## src/rtl/eto_pkg.sv

```systemverilog
// Shared types, constants and the sine table function of the enveloped tone oscillator.
package eto_pkg;

  localparam int PhaseBits  = 32;
  localparam int LengthBits = 20;
  localparam int SampleBits = 16;
  localparam int EnvBits    = 17;
  localparam int MagBits    = 16;

  localparam logic [MagBits-1:0] FullScale = 16'd32767;
  localparam logic [30:0]        SawScale  = 31'd32767;
  localparam logic [30:0]        TriScale  = 31'd2071529740;

  localparam longint unsigned Q30One = 64'd1 << 30;
  localparam longint unsigned SinCoef [5] = '{
    64'd1686629713, 64'd693598668, 64'd85569306, 64'd5026995, 64'd172272
  };

  typedef enum logic [1:0] {
    WAVE_SINE   = 2'd0,
    WAVE_SAW    = 2'd1,
    WAVE_SQUARE = 2'd2,
    WAVE_TRI    = 2'd3
  } wave_e;

  typedef struct packed {
    logic                  start_note;
    logic [PhaseBits-1:0]  phase_step;
    logic [LengthBits-1:0] note_length;
  } in_item_t;

  typedef struct packed {
    logic signed [SampleBits-1:0] sample;
    logic                         note_active;
    logic                         last_sample;
  } out_item_t;

  typedef struct packed {
    logic load;
    logic prep;
    logic est;
    logic chk;
    logic fix;
    logic mul1;
    logic mul2;
    logic emit;
  } eto_cmd_t;

  typedef struct packed {
    logic out_free;
  } eto_sts_t;

  function automatic logic signed [SampleBits-1:0] sine_entry(input longint unsigned k,
                                                              input int unsigned aw);
    longint unsigned q4;
    longint unsigned quad;
    longint unsigned r;
    longint unsigned t;
    longint unsigned x;
    longint unsigned x2;
    longint unsigned p;
    longint unsigned y;
    longint unsigned m;
    q4   = k << 2;
    quad = q4 >> aw;
    r    = q4 & ((64'd1 << aw) - 64'd1);
    t    = (r << 30) >> aw;
    x    = quad[0] ? (Q30One - t) : t;
    x2   = (x * x) >> 30;
    p    = SinCoef[4];
    for (int n = 3; n >= 0; n--) begin
      p = SinCoef[n] - ((x2 * p) >> 30);
    end
    y = (x * p) >> 30;
    m = (y * 64'd32767 + (64'd1 << 29)) >> 30;
    if (m > 64'd32767) begin
      m = 64'd32767;
    end
    return quad[1] ? -SampleBits'(m) : SampleBits'(m);
  endfunction

endpackage

```

## src/rtl/eto_stream_if.sv

```systemverilog
// Valid/ready channel carrying one payload item per transfer.
interface eto_stream_if #(
  parameter type payload_t = logic
);
  logic     valid;
  logic     ready;
  payload_t data;

  modport source (output valid, output data, input ready);
  modport sink (input valid, input data, output ready);
endinterface

```

## src/rtl/enveloped_tone_oscillator.sv

```systemverilog
// Enveloped tone oscillator: one enveloped waveform sample per sample-tick transfer.
// Each input transfer is one sample tick and yields exactly one output transfer. An item
// passes through eight steps: one accept step, one prepare step (envelope ramps,
// sine table read, phase and index advance), three envelope steps (reciprocal-multiply
// estimate, multiply back, compare and correct), two multiplier stages and one output step.
// The result is written to the output register in the output step, and the block takes no
// new tick while an item is in flight. The next tick is taken in the cycle after the result
// is written to the output register, so a slow sink stalls the block only when the register
// is still full at the output step.
// SineTableDepth must be a power of two. Write the waveform register only while idle.
module enveloped_tone_oscillator
  import eto_pkg::*;
#(
  parameter int RampSamples    = 1000,
  parameter int SineTableDepth = 256
) (
  input  logic         clk_i,
  input  logic         rst_ni,
  eto_stream_if.sink   cfg_if,
  eto_stream_if.sink   in_if,
  eto_stream_if.source out_if
);

  eto_cmd_t  cmd;
  eto_sts_t  sts;
  logic      in_ready;
  logic      out_valid;
  out_item_t out_data;

  assign cfg_if.ready = 1'b1;
  assign in_if.ready  = in_ready;
  assign out_if.valid = out_valid;
  assign out_if.data  = out_data;

  eto_ctrl u_ctrl (
    .clk_i      (clk_i),
    .rst_ni     (rst_ni),
    .in_valid_i (in_if.valid),
    .in_ready_o (in_ready),
    .sts_i      (sts),
    .cmd_o      (cmd)
  );

  eto_dp #(
    .RampSamples    (RampSamples),
    .SineTableDepth (SineTableDepth)
  ) u_dp (
    .clk_i       (clk_i),
    .rst_ni      (rst_ni),
    .cfg_we_i    (cfg_if.valid),
    .cfg_wave_i  (wave_e'(cfg_if.data)),
    .in_data_i   (in_item_t'(in_if.data)),
    .cmd_i       (cmd),
    .sts_o       (sts),
    .out_valid_o (out_valid),
    .out_ready_i (out_if.ready),
    .out_data_o  (out_data)
  );

endmodule

```

## src/rtl/eto_ctrl.sv

```systemverilog
// Sequencer of the oscillator: prepare, envelope divide, scale and output steps.
module eto_ctrl
  import eto_pkg::*;
(
  input  logic     clk_i,
  input  logic     rst_ni,
  input  logic     in_valid_i,
  output logic     in_ready_o,
  input  eto_sts_t sts_i,
  output eto_cmd_t cmd_o
);

  localparam logic [2:0] S_IDLE = 3'd0;
  localparam logic [2:0] S_PREP = 3'd1;
  localparam logic [2:0] S_EST  = 3'd2;
  localparam logic [2:0] S_CHK  = 3'd3;
  localparam logic [2:0] S_FIX  = 3'd4;
  localparam logic [2:0] S_MUL1 = 3'd5;
  localparam logic [2:0] S_MUL2 = 3'd6;
  localparam logic [2:0] S_OUT  = 3'd7;

  logic [2:0] state_q, state_d;

  always_comb begin
    state_d = state_q;
    cmd_o   = '0;
    case (state_q)
      S_IDLE: begin
        cmd_o.load = in_valid_i;
        if (in_valid_i) begin
          state_d = S_PREP;
        end
      end
      S_PREP: begin
        cmd_o.prep = 1'b1;
        state_d    = S_EST;
      end
      S_EST: begin
        cmd_o.est = 1'b1;
        state_d   = S_CHK;
      end
      S_CHK: begin
        cmd_o.chk = 1'b1;
        state_d   = S_FIX;
      end
      S_FIX: begin
        cmd_o.fix = 1'b1;
        state_d   = S_MUL1;
      end
      S_MUL1: begin
        cmd_o.mul1 = 1'b1;
        state_d    = S_MUL2;
      end
      S_MUL2: begin
        cmd_o.mul2 = 1'b1;
        state_d    = S_OUT;
      end
      S_OUT: begin
        cmd_o.emit = sts_i.out_free;
        if (sts_i.out_free) begin
          state_d = S_IDLE;
        end
      end
      default: begin
        state_d = S_IDLE;
      end
    endcase
  end

  assign in_ready_o = (state_q == S_IDLE);

  always_ff @(posedge clk_i or negedge rst_ni) begin
    if (!rst_ni) begin
      state_q <= S_IDLE;
    end else begin
      state_q <= state_d;
    end
  end

  a_emit_when_free: assert property (@(posedge clk_i) disable iff (!rst_ni)
    cmd_o.emit |-> sts_i.out_free)
    else $error("result emitted while output register is occupied");

  a_one_cmd: assert property (@(posedge clk_i) disable iff (!rst_ni)
    $onehot0(cmd_o))
    else $error("more than one datapath command in a cycle");

  a_load_then_prep: assert property (@(posedge clk_i) disable iff (!rst_ni)
    cmd_o.load |=> (state_q == S_PREP) && !in_ready_o)
    else $error("accepted transfer not followed by prepare step");

endmodule

```

## src/rtl/eto_dp.sv

```systemverilog
// Datapath of the oscillator: note state, sine table, envelope divider, scaler, output register.
module eto_dp
  import eto_pkg::*;
#(
  parameter int RampSamples    = 1000,
  parameter int SineTableDepth = 256
) (
  input  logic      clk_i,
  input  logic      rst_ni,
  input  logic      cfg_we_i,
  input  wave_e     cfg_wave_i,
  input  in_item_t  in_data_i,
  input  eto_cmd_t  cmd_i,
  output eto_sts_t  sts_o,
  output logic      out_valid_o,
  input  logic      out_ready_i,
  output out_item_t out_data_o
);

  localparam int RampBits = $clog2(RampSamples + 1);
  localparam int ProdBits = 2 * RampBits;
  localparam int RecBits  = EnvBits + 2;
  localparam int EstBits  = ProdBits + RecBits;
  localparam int BackBits = ProdBits + EnvBits;
  localparam int SineAw   = $clog2(SineTableDepth);
  localparam int P1Bits   = EnvBits + MagBits;
  localparam int P2Bits   = P1Bits + 31;
  localparam logic [LengthBits-1:0] RampLen = LengthBits'(RampSamples);
  localparam logic [ProdBits-1:0]   Den     =
    ProdBits'(longint'(RampSamples) * longint'(RampSamples));
  localparam logic [RecBits-1:0]    Recip   =
    RecBits'((64'd1 << (ProdBits + EnvBits - 1)) / 64'(Den));

  logic signed [SampleBits-1:0] sine_lut [SineTableDepth];

  for (genvar g = 0; g < SineTableDepth; g++) begin : g_lut
    assign sine_lut[g] = sine_entry(64'(g), SineAw);
  end

  wave_e                 wave_q;
  logic [PhaseBits-1:0]  step_q, phase_q;
  logic [LengthBits-1:0] len_q, idx_q;
  logic [ProdBits-1:0]   prod_q;
  logic [EnvBits-1:0]    quo_q;
  logic [BackBits-1:0]   back_q;
  logic [MagBits-1:0]    mag_q, mag_d;
  logic                  neg_q, neg_d;
  logic                  zero_q, active_q, last_q;
  logic [P1Bits-1:0]     p1_q;
  logic [P2Bits-1:0]     p2_q;
  logic                  out_valid_q;
  out_item_t             out_q;

  logic                         active, last;
  logic [LengthBits-1:0]        remain;
  logic [RampBits-1:0]          ramp_a, ramp_b;
  logic [15:0]                  u;
  logic [EnvBits-1:0]           u2;
  logic [EnvBits:0]             u2_wrap;
  logic signed [SampleBits-1:0] s;
  logic [EstBits-1:0]           est_prod;
  logic [BackBits-1:0]          num;
  logic [BackBits-1:0]          slack;
  logic [30:0]                  kmul;
  logic [MagBits-1:0]           res_mag;
  logic signed [SampleBits-1:0] res;

  assign active = (idx_q < len_q);
  assign last   = active && ((LengthBits + 1)'(idx_q) + 1'b1 == {1'b0, len_q});
  assign remain = len_q - idx_q;
  assign ramp_a = (idx_q < RampLen) ? RampBits'(idx_q) : RampBits'(RampSamples);
  assign ramp_b = (remain < RampLen) ? RampBits'(remain) : RampBits'(RampSamples);

  assign u       = phase_q[PhaseBits-1 -: 16];
  assign u2      = {u, 1'b0};
  assign u2_wrap = 18'd131072 - {1'b0, u2};
  assign s       = sine_lut[phase_q[PhaseBits-1 -: SineAw]];

  always_comb begin
    mag_d = '0;
    neg_d = 1'b0;
    case (wave_q)
      WAVE_SINE: begin
        neg_d = s[SampleBits-1];
        mag_d = s[SampleBits-1] ? MagBits'(-s) : MagBits'(s);
      end
      WAVE_SQUARE: begin
        neg_d = s[SampleBits-1];
        mag_d = FullScale;
      end
      WAVE_SAW: begin
        neg_d = !u[15];
        mag_d = u[15] ? {1'b0, u[14:0]} : (16'h8000 - u);
      end
      WAVE_TRI: begin
        if (u < 16'd16384) begin
          neg_d = 1'b0;
          mag_d = MagBits'(u2);
        end else if (u < 16'd32768) begin
          neg_d = 1'b0;
          mag_d = MagBits'(17'd65536 - u2);
        end else if (u < 16'd49152) begin
          neg_d = 1'b1;
          mag_d = MagBits'(u2 - 17'd65536);
        end else begin
          neg_d = 1'b1;
          mag_d = MagBits'(u2_wrap);
        end
      end
      default: begin
        mag_d = '0;
        neg_d = 1'b0;
      end
    endcase
  end

  // estimate is the true quotient or one below it
  assign est_prod = EstBits'(prod_q) * EstBits'(Recip);
  assign num      = BackBits'(prod_q) << (EnvBits - 1);
  assign slack    = num - back_q;

  always_comb begin
    case (wave_q)
      WAVE_SAW: kmul = SawScale;
      WAVE_TRI: kmul = TriScale;
      default:  kmul = 31'd1;
    endcase
  end

  always_comb begin
    case (wave_q)
      WAVE_SAW: res_mag = p2_q[31 +: MagBits];
      WAVE_TRI: res_mag = p2_q[47 +: MagBits];
      default:  res_mag = p2_q[16 +: MagBits];
    endcase
  end

  assign res = zero_q ? '0 : (neg_q ? -$signed(res_mag) : $signed(res_mag));

  always_ff @(posedge clk_i or negedge rst_ni) begin
    if (!rst_ni) begin
      wave_q  <= WAVE_SINE;
      step_q  <= '0;
      len_q   <= '0;
      phase_q <= '0;
      idx_q   <= '0;
    end else begin
      if (cfg_we_i) begin
        wave_q <= cfg_wave_i;
      end
      if (cmd_i.load && in_data_i.start_note) begin
        step_q  <= in_data_i.phase_step;
        len_q   <= in_data_i.note_length;
        phase_q <= '0;
        idx_q   <= '0;
      end else if (cmd_i.prep && active) begin
        phase_q <= phase_q + step_q;
        idx_q   <= idx_q + 1'b1;
      end
    end
  end

  always_ff @(posedge clk_i) begin
    if (cmd_i.prep) begin
      prod_q   <= ProdBits'(ramp_a) * ProdBits'(ramp_b);
      mag_q    <= mag_d;
      neg_q    <= neg_d;
      zero_q   <= !active || (step_q == '0);
      active_q <= active;
      last_q   <= last;
    end
    if (cmd_i.est) begin
      quo_q <= est_prod[ProdBits +: EnvBits];
    end
    if (cmd_i.chk) begin
      back_q <= BackBits'(quo_q) * BackBits'(Den);
    end
    if (cmd_i.fix && (slack >= BackBits'(Den))) begin
      quo_q <= quo_q + 1'b1;
    end
    if (cmd_i.mul1) begin
      p1_q <= P1Bits'(quo_q) * P1Bits'(mag_q);
    end
    if (cmd_i.mul2) begin
      p2_q <= P2Bits'(p1_q) * P2Bits'(kmul);
    end
    if (cmd_i.emit) begin
      out_q.sample      <= res;
      out_q.note_active <= active_q;
      out_q.last_sample <= last_q;
    end
  end

  always_ff @(posedge clk_i or negedge rst_ni) begin
    if (!rst_ni) begin
      out_valid_q <= 1'b0;
    end else if (cmd_i.emit) begin
      out_valid_q <= 1'b1;
    end else if (out_ready_i) begin
      out_valid_q <= 1'b0;
    end
  end

  assign sts_o.out_free = !out_valid_q || out_ready_i;
  assign out_valid_o    = out_valid_q;
  assign out_data_o     = out_q;

  a_idle_note_holds: assert property (@(posedge clk_i) disable iff (!rst_ni)
    cmd_i.prep && !active |=> $stable(idx_q) && $stable(phase_q))
    else $error("phase or index moved after the note ended");

  a_active_advances: assert property (@(posedge clk_i) disable iff (!rst_ni)
    cmd_i.prep && active |=> idx_q == $past(idx_q) + 1'b1)
    else $error("index did not advance on an active sample");

  a_silent_is_zero: assert property (@(posedge clk_i) disable iff (!rst_ni)
    cmd_i.emit && zero_q |=> out_q.sample == '0)
    else $error("nonzero sample during rest or after note end");

endmodule

```

## src/flat_wrapper.sv

```systemverilog
// flat-port wrapper written by rule: the top's interface ports become plain ports
module enveloped_tone_oscillator_flat import eto_pkg::*;
#(
  parameter int RampSamples    = 1000,
  parameter int SineTableDepth = 256
)
  (clk_i, rst_ni, cfg_if_valid, cfg_if_data, cfg_if_ready, in_if_valid, in_if_data, in_if_ready, out_if_valid, out_if_data, out_if_ready);
  eto_stream_if #(.payload_t(wave_e)) cfg_if_i ();
  eto_stream_if #(.payload_t(in_item_t)) in_if_i ();
  eto_stream_if #(.payload_t(out_item_t)) out_if_i ();
  input  logic clk_i;
  input  logic rst_ni;
  input wire logic [$bits(cfg_if_i.valid)-1:0] cfg_if_valid;
  input wire logic [$bits(cfg_if_i.data)-1:0] cfg_if_data;
  output wire logic [$bits(cfg_if_i.ready)-1:0] cfg_if_ready;
  input wire logic [$bits(in_if_i.valid)-1:0] in_if_valid;
  input wire logic [$bits(in_if_i.data)-1:0] in_if_data;
  output wire logic [$bits(in_if_i.ready)-1:0] in_if_ready;
  output wire logic [$bits(out_if_i.valid)-1:0] out_if_valid;
  output wire logic [$bits(out_if_i.data)-1:0] out_if_data;
  input wire logic [$bits(out_if_i.ready)-1:0] out_if_ready;
  assign cfg_if_i.valid = cfg_if_valid;
  assign cfg_if_i.data = cfg_if_data;
  assign cfg_if_ready = cfg_if_i.ready;
  assign in_if_i.valid = in_if_valid;
  assign in_if_i.data = in_if_data;
  assign in_if_ready = in_if_i.ready;
  assign out_if_valid = out_if_i.valid;
  assign out_if_data = out_if_i.data;
  assign out_if_i.ready = out_if_ready;
  enveloped_tone_oscillator #(.RampSamples(RampSamples), .SineTableDepth(SineTableDepth)) u_core (.clk_i(clk_i), .rst_ni(rst_ni), .cfg_if(cfg_if_i), .in_if(in_if_i), .out_if(out_if_i));
endmodule
```

## config.mk

```make
export PLATFORM = sky130hd
export DESIGN_NAME = enveloped_tone_oscillator_flat
export DESIGN_NICKNAME = d
export VERILOG_FILES = /design/src/rtl/eto_pkg.sv /design/src/rtl/eto_stream_if.sv /design/src/rtl/enveloped_tone_oscillator.sv /design/src/rtl/eto_ctrl.sv /design/src/rtl/eto_dp.sv /design/src/flat_wrapper.sv
export SDC_FILE = /design/constraint.sdc
export NUM_CORES = 2
export LEC_CHECK = 0
export ABC_AREA = 1
export BUFFER_PORTS_ARGS = -buffer_cell sky130_fd_sc_hd__buf_2
export CORE_ASPECT_RATIO = 1.1
export CORE_MARGIN = 2
export CORE_UTILIZATION = 25
export DETAILED_ROUTE_END_ITERATION = 8
export PLACE_DENSITY_LB_ADDON = 0.1
export SYNTH_ARGS = -nofsm -noshare
export SYNTH_HDL_FRONTEND = slang
export SYNTH_SLANG_ARGS = --single-unit
```

## constraint.sdc

```tcl
create_clock -name clk_i -period 12.95 [get_ports clk_i]
set_input_delay 1.9425 -clock clk_i [delete_from_list [all_inputs] [get_ports clk_i]]
set_output_delay 1.9425 -clock clk_i [all_outputs]
set_load 0.05 [all_outputs]
```

Word-level counts from Yosys, hierarchy flattened
Memory sizes are Yosys's and may differ from the RTL's.
Cells that the tools add are included.

word-level totals
  flip-flop bits (word level) = 312
  memory bits (read-only) = 4096
  input port bits = 60
  output and inout bits = 21
  logic and storage cells = 112
  memories = 1

memory list
  name             depth  bits a word  read ports  clocked after memory_dff  write ports  RTL line      RTL
  (no name shown)  256    16           1           0                         0            eto_dp.sv:77  assign s = sine_lut[phase_q[PhaseBits-1 -: SineAw]];

operators by class
  add/subtract/negate cells = 12
  multiply operators = 5
  $lt $le $gt $ge = 8
  eq/ne operators = 13
  multiplexer cells = 35
  bitwise operators = 1
  reduce and logical (&&, ||, !) cells = 17

operator list
  cell                                                                            count
  16-bit two-way mux                                                              8
  32-bit two-way mux                                                              2
  16-bit one-hot mux with 4 select lines                                          1
  33-bit by 31-bit multiplier with 63-bit output                                  1
  31-bit one-hot mux with 2 select lines                                          1
  20-bit by 10-bit less-than comparator with 1-bit output, second input constant  2
  20-bit two-way mux                                                              2
  37-bit by 20-bit >= comparator with 1-bit output, second input constant         1
  20-bit by 17-bit multiplier with 37-bit output, second input constant           1
  36-bit by 37-bit subtractor with 37-bit output                                  1
  17-bit two-way mux                                                              2
  17-bit by 16-bit multiplier with 33-bit output                                  1
  32-bit adder                                                                    1
  32-bit logical NOT                                                              1
  16-bit less-than comparator, second input constant                              2
  16-bit negation                                                                 2
  16-bit one-hot mux with 2 select lines                                          1
  1-bit by 16-bit subtractor with 16-bit output, first input constant             2
  17-bit by 14-bit multiplier with 31-bit output, second input constant           1
  3-bit one-hot mux with 8 select lines                                           1
  20-bit by 1-bit adder with 21-bit output, second input constant                 1
  21-bit by 20-bit equality test with 1-bit output                                1
  20-bit by 1-bit adder with 20-bit output, second input constant                 1
  20-bit less-than comparator                                                     1
  other kinds (26)                                                                53

Longest topological paths before layout
  depth after elaboration = 7
  mapped depth = 37
  depth with buffers taken out = 36

Cells and area by module
From an unflattened synthesis, not the netlist that was laid out.

second synthesis, totals
  cells, all modules = 8491
  area, all modules = 68888.6 um2

by module, submodules not included
  module                     times used  cells an instance  area an instance (um2)  seq. area each (um2)
  eto_dp                     1           8441               68550.7                 8262.9
  eto_ctrl                   1           48                 326.6                   75.1
  enveloped_tone_oscillator  1           2                  11.3                    0.0

Least setup slack after synthesis
No wires, ideal clock.

  path type = reg-to-reg
  start point = register u_core.u_dp.wave_q[0]
  end point = register u_core.u_dp.p2_q[40] (data pin)
  library setup time = 258 ps
  arrival time = 7616 ps
  data required time = 12692 ps
  path slack = 5076 ps
  stages on the path, launching flop included = 32
  buffers on the path = 4
  period minus slack after synthesis = 7874 ps
  cell sequence = dfrtp_1 > buf_2 > clkbuf_1 > clkbuf_1 > clkbuf_1 > nand2_1 > nor2_1 > inv_1 > fa_1 > fa_1 > inv_1 > fa_1 > fa_1 > inv_1 > fa_1 > inv_1 > fa_1 > fa_1 > inv_1 > fa_1 > inv_1 > ha_1 > nand2_1 > nor2_1 > inv_1 > nor2_1 > inv_1 > nor4_1 > a21oi_1 > o21ai_0 > a31oi_1 > xnor2_1

between the ends
  cells in the longest elaborated chain, start to end = 3
  elaborated cells on any way between the ends = 4
  those cells by class = 1 x mul; 2 x eq/ne; 1 x mux

RTL lines
  element                                                                                RTL line       RTL
  from (decl)                                                                            eto_dp.sv:40   wave_e wave_q;
  from (signal assigned)                                                                 eto_dp.sv:149  wave_q <= cfg_wave_i;
  2-bit equality test or 2-bit by 1-bit equality test with 1-bit output (tied branches)  eto_dp.sv:123  case (wave_q)
  31-bit one-hot mux with 2 select lines (*)                                             eto_dp.sv:123
  33-bit by 31-bit multiplier with 63-bit output (*)                                     eto_dp.sv:185  p2_q <= P2Bits'(p1_q) * P2Bits'(kmul);
  to (signal assigned)                                                                   eto_dp.sv:185
  to (decl)                                                                              eto_dp.sv:50   logic [P2Bits-1:0] p2_q;

Mark *: on every way between the ends. The rest lies on a longest branch, timed or not.
A chain may end at the register's enable or synchronous reset.

Final worst setup path
  start point = register u_core.u_dp.wave_q[1]
  end point = register u_core.u_dp.p2_q[40] (data pin)

Same word-level chain as after synthesis.

==> metrics.txt <==
Post-synth top cells inv_1 (1972), nand2_1 (1408), fa_1 (1114); Core Rows 200; CTS Buf Count 42; Mapped Area 67600 sq um; Crit Path Max Fanout 30; DRC 0; Fin Setup TNS 0 ns; final instance area 74000 sq um; post_cts resized 0; IO Pins 81; Hold Startpoint u_core.u_dp.last_q; syn avg cell area between 8 and 9 sq um; top-count cell post-synth inv_1; Worst Path Required approximately 13 ns; vias 53400; vias in the first global route 58100; clock sink count 296; register area share after synthesis 12.3%; Post-DP Area 72500 sq um; Die H 550 um; Initial Util 25.1%; Synth cell types 59; DP HPWL 208 mm; synthesis-to-layout area growth 9.35%; DRT Pass-1 Iters 5; initial antenna violation count 3; fin util 27.4%; hold path endpoint u_core.u_dp.out_data_o[0]; Post-CTS Setup Inserts 0; top post-synthesis cells by area fa_1 (33%), ha_1 (16%), inv_1 (11%); largest net degree at the start of global routing 68; status finished, final reports clean; Max-cap violations 0; final setup vio count 0; All-Layer GR Usage around 18%; Fin. Hold Viols 0; routed length per instance 20.7 um; Post-Synthesis Cells 8155; met3 Track Usage GR 1.16%; endpoint class of the critical path flop; CTS tree done; post-synth top area share approximately a third; worst hold margin 0.414 ns; Final #Nets about 10000; RSZ-0062 raised after global routing false; Reg-to-Reg End u_core.u_dp.p2_q[40]; clock root buffer clkbuf_16; met1 GRT Util 24.3%; vias per cell 4.53; Yosys reg bits 296; FMAX 108 MHz; later-pin clock latency in the skew report 0.69 ns; cts hold-fix bufs 0; Mapped Nets 10200; Hold Path Class reg -> reg; Post-DRT Antenna Nets 0; first-pass GRT wire length roughly 370 mm; Most Used Layer, Global Route met2; ys flop type edfxtp_1; Final Skew 0.0727 ns; EDFF count, synth 186; CORE AREA 270000 sq um; First DRT Iteration DRCs 3142; Worst-Margin Slew 1.05 ns; crit path DAT 9.61 ns; Worst Setup Path Type reg -> reg; worst r2r src u_core.u_dp.wave_q[1]; GR Overflow Total 0; clk buf depth 3; H-Tree Depth 2; biggest area consumer among synthesized cells fa_1; Slew Viols, Final 0; PortBufs 79; ys async rst share 37.2%; met2 usage in global routing 31.0%; register-to-register setup slack 3.73 ns; WL final 244 mm; Period Utilization, post-route 71.2%; hold-critical path depth 0; Slew headroom roughly 30%; Die X 500 um; min cycle time layout 9.22 ns; die footprint 275000 sq um; Startpoint Class flop; RD Place Congestion 0.915; clock slew at reported path FFs 0.06 ns; Synthesis Warnings 0; layout cells sized above 1 3.96%; path depth of the worst reg2reg path 27
## per-stage QoR
| stage | instances | setup slack (ns) |
|---|---|---|
| CTS | 11800 | 3.63 |
| floorplan | 8155 | 5.08 |
| global placement | 11700 | 3.64 |
| finish | 11800 | 3.73 |
| global route | 11800 | 3.23 |
| detailed placement | 11700 | 3.62 |
## cells in the final DEF, fill, tap and decap left out, drive strengths merged, types with 78 or more instances in the layout
master,instances
edfxtp,186
nand3,322
nor2,591
dfrtp,110
fa,1114
ha,858
xnor2,78
a21oi,394
inv,1980
o21ai,307
xor2,163
nand2,1410
buf,169
## logic make-up after synthesis
group / Yosys count / share of synthesized area (%)
multiplexers: 50 / 0.832
flip-flops: 296 / 12.3
adder cells (fa/ha/maj): 1972 / 48.8
other: 1 / 0.00554
AND/OR/NAND/NOR: 2527 / 15.3
buffers and inverters: 2156 / 12.1
AO/OA/AOI/OAI: 912 / 7.47
XOR/XNOR: 241 / 3.12
## worst max-delay path by stage
| stage | start | cells after the start | to |
|---|---|---|---|
| 6_report | u_core.u_dp.wave_q[1] | 27 | u_core.u_dp.p2_q[40] |
| 5_1_grt | u_core.u_dp.wave_q[1] | 27 | u_core.u_dp.p2_q[40] |
| 4_1_cts | u_core.u_dp.wave_q[1] | 27 | u_core.u_dp.p2_q[40] |
| 3_5_place_dp | u_core.u_dp.wave_q[1] | 27 | u_core.u_dp.p2_q[40] |
| 3_3_place_gp | u_core.u_dp.wave_q[1] | 27 | u_core.u_dp.p2_q[40] |
| 2_1_floorplan | u_core.u_dp.wave_q[0] | 31 | u_core.u_dp.p2_q[40] |
## worst max-delay path, cell delays in order, from the launching register on
cell	delay (ns)
dfrtp_2	0.67
buf_4	0.41
nand2_2	0.54
nor2_1	0.69
inv_1	0.14
fa_1	0.54
inv_1	0.08
fa_1	0.51
ha_1	0.15
inv_1	0.06
fa_1	0.48
fa_1	0.54
inv_1	0.05
fa_1	0.45
fa_1	0.49
inv_1	0.05
fa_1	0.50
inv_1	0.05
ha_1	0.37
a21oi_1	0.23
inv_1	0.06
nor2_1	0.20
o21a_1	0.28
nand2_1	0.08
a21oi_1	0.63
o21ai_0	0.34
a31oi_1	0.28
xnor2_1	0.09
## area by class of cell
cell class / instances / area (sq um)
multi-input cells: 5703 / 51200
flip-flops and latches: 296 / 8340
clock buffers: 52 / 1150
diodes: 12 / 30.0
well taps: 3535 / 4420
fillers: 29300 / 196000
inverters: 1981 / 7440
clock inverters: 26 / 307
repair buffers: 169 / 1080
## sequential cells by signal (all words and copies together), names as in the netlist, 2 cells and up
signal	cells
u_core.u_dp.wave_q	2
u_core.u_dp.idx_q	20
u_core.u_dp.step_q	32
u_core.u_dp.phase_q	32
u_core.u_dp.quo_q	17
u_core.u_dp.p2_q	47
u_core.u_dp.len_q	20
u_core.u_dp.prod_q	20
u_core.u_dp.out_data_o	18
u_core.u_dp.mag_q	16
u_core.u_dp.back_q	31
u_core.u_ctrl.state_q	3
u_core.u_dp.p1_q	33
## routing by layer
metal	up-vias	routed length, um
met5	-	0
met4	0	5820
met3	207	7070
met2	995	118000
met1	26900	113000
li1	25300	-
Power is not shown: default switching activity piles up to over one toggle a cycle in this logic, so the estimate is an artifact.
